### config.mk
export PLATFORM = sky130hd
export DESIGN_NAME = iss_cell
export DESIGN_NICKNAME = d
export VERILOG_FILES = /design/src/design/iss_pkg.sv /design/src/design/iss_cell.sv
export SDC_FILE = /design/constraint.sdc
export NUM_CORES = 1
export LEC_CHECK = 0
export ABC_AREA = 1
export BUFFER_PORTS_ARGS = -buffer_cell sky130_fd_sc_hd__buf_2
export CORE_MARGIN = 5
export CORE_UTILIZATION = 40
export CTS_CLUSTER_DIAMETER = 60
export DETAILED_ROUTE_END_ITERATION = 6
export GPL_TIMING_DRIVEN = 0
export HOLD_SLACK_MARGIN = 0.12
export PLACE_DENSITY = 0.74
export REMOVE_ABC_BUFFERS = 1
export SLEW_MARGIN = 20
export SYNTH_ARGS = -nofsm -noshare
export SYNTH_HDL_FRONTEND = slang
export SYNTH_SLANG_ARGS = --single-unit
### constraint.sdc
create_clock -name clk -period 6.43 [get_ports clk]
set_input_delay 0.643 -clock clk [delete_from_list [all_inputs] [get_ports clk]]
set_output_delay 0.643 -clock clk [all_outputs]
set_load 0.05 [all_outputs]
### src/design/iss_pkg.sv
// Shared types for the insertion sorter: item and result structs and the
// control word handed from the top level to every cell.
// No dependencies.
package iss_pkg;

  localparam int unsigned SAMPLE_W = 32;

  typedef struct packed {
    logic signed [SAMPLE_W-1:0] sample;
    logic                       end_of_run;
  } item_t;

  typedef struct packed {
    logic signed [SAMPLE_W-1:0] sorted_value;
    logic                       final_res;
    logic                       overflowed;
  } result_t;

  typedef struct packed {
    logic load;
    logic drain;
  } cell_ctl_t;

endpackage

### src/design/iss_cell.sv
// One cell of the sorting chain: holds one value, compares it with the
// broadcast key and takes the key or a neighbour's value. Depends on iss_pkg.
module iss_cell
  import iss_pkg::*;
(
  input  logic                       clk,
  input  cell_ctl_t                  ctl,
  input  logic signed [SAMPLE_W-1:0] key,
  input  logic                       occ,
  input  logic                       left_ins,
  input  logic signed [SAMPLE_W-1:0] left_val,
  input  logic signed [SAMPLE_W-1:0] right_val,
  output logic                       ins,
  output logic signed [SAMPLE_W-1:0] val
);

  assign ins = !occ || (key < val);

  always_ff @(posedge clk) begin
    if (ctl.load && ins) begin
      val <= left_ins ? left_val : key;
    end else if (ctl.drain) begin
      val <= right_val;
    end
  end

endmodule

==> results.tsv, run 1 <==
stage	metric	value	unit
run_status	status	finished clean	
timing	post-route-min-period	3.324	ns
worst_setup_path	r2r_cells	12	
worst_setup_path	worst-setup-path-type	in -> reg	
clock_tree	cts_setup_buffers	0	
synthesis	async_flop_share	0	
clock_tree	cts_sinks	32	
clock_tree	htreeDepth	2	
global_route	antenna_found_initial	0	
worst_setup_path	worst_r2r_endpoint	val[19]$_DFFE_PP_	
timing	hold_viol	0	
synthesis	syn_area_per_cell	8.533	µm²
pwr	p_leak	1.894	nW
clock_tree	cts_buffers	5	
timing	final.setup.tns	0	ns
worst_setup_path	path_cells	buf_2, ha_1, a21oi_1, nor2_1, nor3_2, nand2_1, nand2_1, nand2_1, nand2_1, nand2_1, nand2_1, nand3_4, nand2_4, nand2_2, buf_16	
worst_setup_path	critPathArrivalTime	3.36	ns
layout	finalNonFillerCells	516	
floorplanning	dieArea	8363	µm²
routing	drt-initial-drc-count	67	
timing	clock_skew	0.004643	ns
layout	drive_gt1_frac	0.4009	
synthesis	synth_area_leaders	edfxtp_1 (36%), ha_1 (15%), nand2_1 (13%), mux2_2 (13%), nand3_1 (6.4%)	
timing	worst-slew-pin-transition	0.8020	ns
routing	routedWlPerCell	13.98	µm
floorplanning	core_area	6386	µm²
global_route	grt_usage	0.1684	
worst_setup_path	cp-start-kind	primary input	
worst_setup_path	worst_path_largest_cell_delay	0.51	ns
routing	wl	7212	µm
clock_tree	clk_transition_reported_paths	0.07	ns
global_route	grt_overflow	0	
routing	drc_errors	0	
clock_tree	cts-root-buf	clkbuf_8	
layout	largest_register_ffs	32	
synthesis	synth_flop_cell	edfxtp_1	
floorplanning	initial_core_util	0.4156	
worst_hold_path	hp-start	right_val[25]	
floorplanning	boundaryPins	134	
routing	postRouteAntennaNets	0	
worst_setup_path	cpMostUsedCell	nand2_1	
floorplanning	die_w	91.45	µm
worst_hold_path	hold_end	val[25]$_DFFE_PP_	
timing	rsz0062_at_grt	no	
clock_tree	hold_buffers	0	
clock_tree	tritoncts	yes	
pwr	power	0.0008637	W
global_route	grt_pass1_wl	11650	µm
timing	whs	0.6210	ns
synthesis	synth_area	2654	µm²
placed_design	dp_hpwl	5451	µm
worst_setup_path	cp_num_buf_inv	2	
placed_design	port_buffers	133	
clock_tree	clkLatencyLatePin	0.28	ns
layout	largestRegisters	val x32	
worst_hold_path	worstHoldPathCells	3	
synthesis	yosys.cell_count.top_type	nand2_1	
placed_design	place_congestion	0.7414	
layout	syn2layout_area_growth	31.02	%
synthesis	yosysTopAreaCellShare	0.3621	
routing	drtPass1Iterations	4	
worst_setup_path	crit_family	simple AND/OR/NAND/NOR gates	
placed_design	placed_cells	508	
synthesis	synth.distinct_cells	22	
floorplanning	num_rows	29	
routing	via_per_inst	4.895	
worst_setup_path	cp_slowest_cell	nand2_4	
synthesis	synth_top_area_cell	edfxtp_1	
layout	regMostFlops	val	
global_route	grt_max_degree	35	
synthesis	synth_edf_count	32	
worst_hold_path	hp-class	in -> reg	
synthesis	syn_inst	311	
timing	fin_crit_sh	0.5169	
synthesis	synth-warning-count	0	
worst_setup_path	crit_fanout	34	
worst_setup_path	regToRegStartpoint	val[31]$_DFFE_PP_	
global_route	grt_pass1_vias	2592	
routing	vias	2526	
clock_tree	cts_buffer_depth	2	
run	cap_violations	0	
clock_tree	cts.repair.resized	0	
timing	maxSlewHeadroom	0.4653	
floorplanning	chipHeight	91.45	µm
synthesis	synth_seq_cells	32	
timing	final-max-slew-violation-count	0	
layout	finalNetCount	570	
timing	max_clock_freq	0.3008	GHz
synthesis	seq_area_frac_synth	0.3621	
worst_setup_path	required	6.47	ns
pwr	ir_drop	0.0001384	V
synthesis	synth_common_cells	nand2_1 (94), inv_1 (40), nand3_1 (34)	
worst_setup_path	rrSetupSlack	3.20	ns
pwr	p_per_area	248.4	nW/µm²
worst_setup_path	crit_path_end_kind	register	
timing	setup-violations-final	0	
layout	n_antenna_cell	0	
[power by group]
part           total, W  switching (W)  internal (W)  leakage, nW
clock          0.000190      0.0000775      0.000113       0.0532
sequential     0.000289      0.0000151      0.000274        0.328
combinational  0.000384       0.000264      0.000120         1.51
total          0.000864       0.000357      0.000507         1.89
[metal layers]
metal	track usage	share of wire	up-vias	routed length (µm)
met1	0.1996	0.41	1126	2968
met4	0.03301	0.0064	0	46
met3	0.05702	0.096	7	692
li1	-	-	1299	-
met2	0.2953	0.49	94	3503
met5	0	0	-	0
[cells in the final DEF, fill, tap and decap left out]
master / instances
nor2_1: 5
nand2_2: 1
nor3_1: 1
nand3_1: 34
nor3_2: 1
bufinv_16: 1
edfxtp_1: 32
nand3_4: 1
nor4_2: 1
buf_2: 133
buf_16: 1
ha_1: 31
o21a_1: 1
o21ai_0: 5
nand2_1: 93
nand2_4: 1
inv_1: 40
o211ai_1: 1
nand4_1: 2
a21oi_1: 16
clkinv_1: 2
mux2_2: 31
clkbuf_8: 5
[metrics by stage]
step | setup slack (ns) | util | cell area, µm²
after floorplan | 3.012 | - | 2579
after global placement | 2.085 | 0.5231 | 3341
after detailed placement | 2.781 | 0.5278 | 3371
after CTS | 3.086 | 0.5445 | 3477
after global routing | 2.854 | 0.5445 | 3477
final | 3.106 | 0.5445 | 3477
[worst reg2reg max path, stage by stage, from the launching register on]
cell      delay, ns
edfxtp_1       0.35
inv_1          0.05
ha_1           0.35
nand4_1        0.11
inv_1          0.08
nand2_1        0.09
a21oi_1        0.18
nor2_1         0.08
nand3_1        0.13
nand3_4        0.39
nand2_4        0.52
nand2_2        0.36
buf_16         0.28
[worst max-delay path by stage]
stage	slack (ns)	cells after the start	from	endpoint
finish	3.11	15	key[5]	val[19]$_DFFE_PP_
global route	2.85	15	key[5]	val[18]$_DFFE_PP_
CTS	3.09	15	key[5]	val[18]$_DFFE_PP_
detailed placement	2.78	15	key[5]	val[4]$_DFFE_PP_
global placement	2.08	14	key[5]	val[4]$_DFFE_PP_
floorplan	3.01	14	val[5]$_DFFE_PP_	val[0]$_DFFE_PP_
[cell families after synthesis]
group,count (synthesis),synth area share
simple gates,140,0.2301
buf+inv,54,0.08486
flops,32,0.3621
mux,31,0.1315
fa+ha+maj,31,0.1462
compound gates,23,0.04526
[final cells by class]
cell class                      count  area, µm²
Timing Repair Buffer              134      693.2
Multi-Input combinational cell    225       1470
Tap cell                           77      96.34
Clock buffer                        5      68.82
Fill cell                         613       2909
Inverter                           40      150.1
Clock inverter                      3      37.54
Sequential cell                    32      960.9
(Power assumes the default switching activity.)
==> run 2: changes to the inputs <==
--- a/config.mk
+++ b/config.mk
@@ -5,7 +5,7 @@
 export SDC_FILE = /design/constraint.sdc
 export NUM_CORES = 1
 export LEC_CHECK = 0
-export ABC_AREA = 1
+export ABC_AREA = 0
 export BUFFER_PORTS_ARGS = -buffer_cell sky130_fd_sc_hd__buf_2
 export CORE_MARGIN = 5
 export CORE_UTILIZATION = 40
@@ -13,7 +13,7 @@
 export DETAILED_ROUTE_END_ITERATION = 6
 export GPL_TIMING_DRIVEN = 0
 export HOLD_SLACK_MARGIN = 0.12
-export PLACE_DENSITY = 0.74
+export PLACE_DENSITY = 0.76
 export REMOVE_ABC_BUFFERS = 1
 export SLEW_MARGIN = 20
 export SYNTH_ARGS = -nofsm -noshare
==> constraint.sdc (replaced) <==
create_clock -name clk -period 2.7 [get_ports clk]
set_input_delay 0.27 -clock clk [delete_from_list [all_inputs] [get_ports clk]]
set_output_delay 0.27 -clock clk [all_outputs]
set_load 0.05 [all_outputs]
==> run 2 against run 1 <==
- utilization up 1.6 points
- non-clock buffer count up 7
- combinational power rose to 2.8 times the previous value
- synthesized area up 4.7%
- synthesized cell count down 28%
- clock power up 87%
- via count down 12%
- sequential share of layout area down 2.4 points
- highest routed layer unchanged
- sequential power up 140%
- setup slack worse by 3.1 ns
- flip-flop and latch count unchanged
- critical path depth down 5
- critical path type is now reg -> reg
==> results.tsv, run 2 <==
stage	metric	value	unit
layout	syn2layout_area_growth	36.98	%
synthesis	synth-warning-count	0	
layout	final_common_cell	buf_2	
worst_setup_path	cp-start-kind	register	
layout	n_antenna_cell	0	
routing	drtPass1Iterations	3	
synthesis	synth_seq_cells	32	
synthesis	async_flop_share	0	
worst_setup_path	critPathArrivalTime	2.73	ns
routing	postRouteAntennaNets	0	
worst_setup_path	worst_r2r_endpoint	val[31]$_DFFE_PP_	
synthesis	yosys.cell_count.top_type	inv_1	
routing	wl	6879	µm
timing	rsz0062_at_grt	yes	
layout	largestRegisters	val x32	
floorplanning	num_rows	30	
timing	max_clock_freq	0.3706	GHz
floorplanning	die_w	93.33	µm
worst_setup_path	regToRegStartpoint	val[31]$_DFFE_PP_	
timing	setup-violations-final	0	
pwr	power	0.002137	W
clock_tree	clk_transition_reported_paths	0.07	ns
pwr	p_per_area	561.7	nW/µm²
synthesis	synth.distinct_cells	33	
clock_tree	clkLatencyLatePin	0.28	ns
clock_tree	htreeDepth	2	
timing	fin_crit_sh	0.9993	
timing	final-max-slew-violation-count	0	
floorplanning	initial_core_util	0.4088	
clock_tree	cts-root-buf	clkbuf_8	
floorplanning	core_area	6794	µm²
worst_setup_path	rrSetupSlack	0.002	ns
synthesis	syn_area_per_cell	12.46	µm²
routing	routedWlPerCell	14.83	µm
placed_design	port_buffers	133	
global_route	grt_pass1_vias	2311	
timing	post-route-min-period	2.698	ns
routing	drc_errors	0	
run	cap_violations	0	
clock_tree	cts_sinks	32	
global_route	grt_overflow	0	
global_route	grt_usage	0.1507	
timing	maxSlewHeadroom	0.4758	
layout	largest_register_ffs	32	
global_route	antenna_found_initial	0	
clock_tree	tritoncts	yes	
worst_setup_path	crit_fanout	19	
routing	vias	2215	
floorplanning	boundaryPins	134	
timing	hold_viol	0	
synthesis	syn_inst	223	
worst_setup_path	worst-setup-path-type	reg -> reg	
routing	via_per_inst	4.774	
run_status	status	finished clean	
synthesis	synth_area_leaders	edfxtp_1 (35%), mux2_4 (16%), mux2_2 (14%), ha_1 (14%), inv_1 (4.9%)	
synthesis	synth_edf_count	32	
placed_design	dp_hpwl	5307	µm
timing	worst-slew-pin-transition	0.7863	ns
synthesis	synth_area	2778	µm²
clock_tree	cts_buffer_depth	2	
synthesis	synth_flop_cell	edfxtp_1	
worst_setup_path	required	2.73	ns
pwr	ir_drop	0.0002277	V
global_route	grt_pass1_wl	10450	µm
layout	seqCellArea	960.9	µm²
global_route	grt_max_degree	33	
worst_hold_path	worstHoldPathCells	2	
placed_design	place_congestion	0.7544	
timing	clock_skew	0.004936	ns
placed_design	placed_cells	447	
worst_setup_path	crit_path_end_kind	register	
timing	whs	0.2827	ns
worst_setup_path	r2r_cells	10	
layout	drive_gt1_frac	0.6359	
synthesis	seq_area_frac_synth	0.3459	
worst_hold_path	hp-start	right_val[6]	
layout	multi_input_area	1749	µm²
pwr	p_leak	1.867	nW
routing	drt-initial-drc-count	32	
layout	finalNonFillerCells	464	
clock_tree	cts_buffers	5	
floorplanning	dieArea	8710	µm²
timing	final.setup.tns	0	ns
layout	final_cell_mix	buf_2 (132), mux2_2 (35), inv_1 (33), edfxtp_1 (32), mux2_4 (29)	
worst_hold_path	hp-class	in -> reg	
synthesis	synth_top_area_cell	edfxtp_1	
layout	utilization	0.5600	
synthesis	synth_common_cells	inv_1 (36), mux2_2 (35), edfxtp_1 (32)	
worst_hold_path	hold_end	val[6]$_DFFE_PP_	
synthesis	yosysTopAreaCellShare	0.3459	
layout	fill_cells	598	
layout	regMostFlops	val	
layout	finalNetCount	499	
floorplanning	chipHeight	93.33	µm
-- run 2: where the power goes --
part	internal (W)	switching, W
Combinational	0.000442	0.000641
Sequential	0.000659	0.0000400
Clock	0.000179	0.000176
Total	0.00128	0.000857
-- run 2: final cells by class --
cell class | count | share of cell area
Tap cell | 96 | 0.03157
Sequential cell | 32 | 0.2525
Clock buffer | 7 | 0.02006
Multi-Input combinational cell | 151 | 0.4597
Inverter | 36 | 0.03551
Clock inverter | 1 | 0.0009865
Timing Repair Buffer | 141 | 0.1996
-- run 2: how the worst max path moves through the flow --
stage,start,end,slack [ns],cells after the start
after floorplan,val[1]$_DFFE_PP_,ins,-1.18,6
after global placement,key[19],val[24]$_DFFE_PP_,-1.33,8
after detailed placement,key[31],val[21]$_DFFE_PP_,-0.75,9
after CTS,val[27]$_DFFE_PP_,val[1]$_DFFE_PP_,0.01,10
after global routing,val[31]$_DFFE_PP_,val[31]$_DFFE_PP_,-0.14,10
final,val[31]$_DFFE_PP_,val[31]$_DFFE_PP_,0.002,10
-- run 2: logic make-up after synthesis --
| family | after synthesis | synth area share |
|---|---|---|
| AND/OR/NAND/NOR | 24 | 0.05361 |
| adder cells (fa/ha/maj) | 31 | 0.1396 |
| buffers and inverters | 43 | 0.07568 |
| multiplexers | 64 | 0.2987 |
| flip-flops | 32 | 0.3459 |
| AO/OA/AOI/OAI | 29 | 0.08649 |
-- run 2: layer usage --
metal  GRT usage  up-vias  share of wire  routed length, µm
met5           0        -              0                  0
met4     0.04640        0          0.010                 71
met3     0.03781        6          0.066                457
met2      0.2716       74           0.52               3566
met1      0.1739     1024           0.40               2784
li1            -     1111              -                  -
-- run 2: what timing repair did --
action / CTS / global route
hold buffers: 0 / 0
gates cloned: 1 / 2
endpoints found under the setup margin: 59 / 65
gates resized for setup: 5 / 22
setup buffers: 4 / 3
pin swaps: 5 / 10
-- run 2: through the flow --
stage	cell area, µm²	setup slack (ns)
detailed placement	3543	-0.7541
global route	3805	-0.1364
CTS	3677	0.01454
floorplan	2703	-1.183
global placement	3488	-1.331
finish	3805	0.001813
-- run 2: worst max-delay path, cell delays in order, from the launching register on --
cell	delay, ns
edfxtp_1	0.36
inv_2	0.06
ha_4	0.27
nand4_1	0.19
nor4_4	0.33
buf_4	0.17
a221oi_4	0.07
a211o_1	0.30
o221ai_4	0.11
buf_16	0.21
mux2_2	0.35
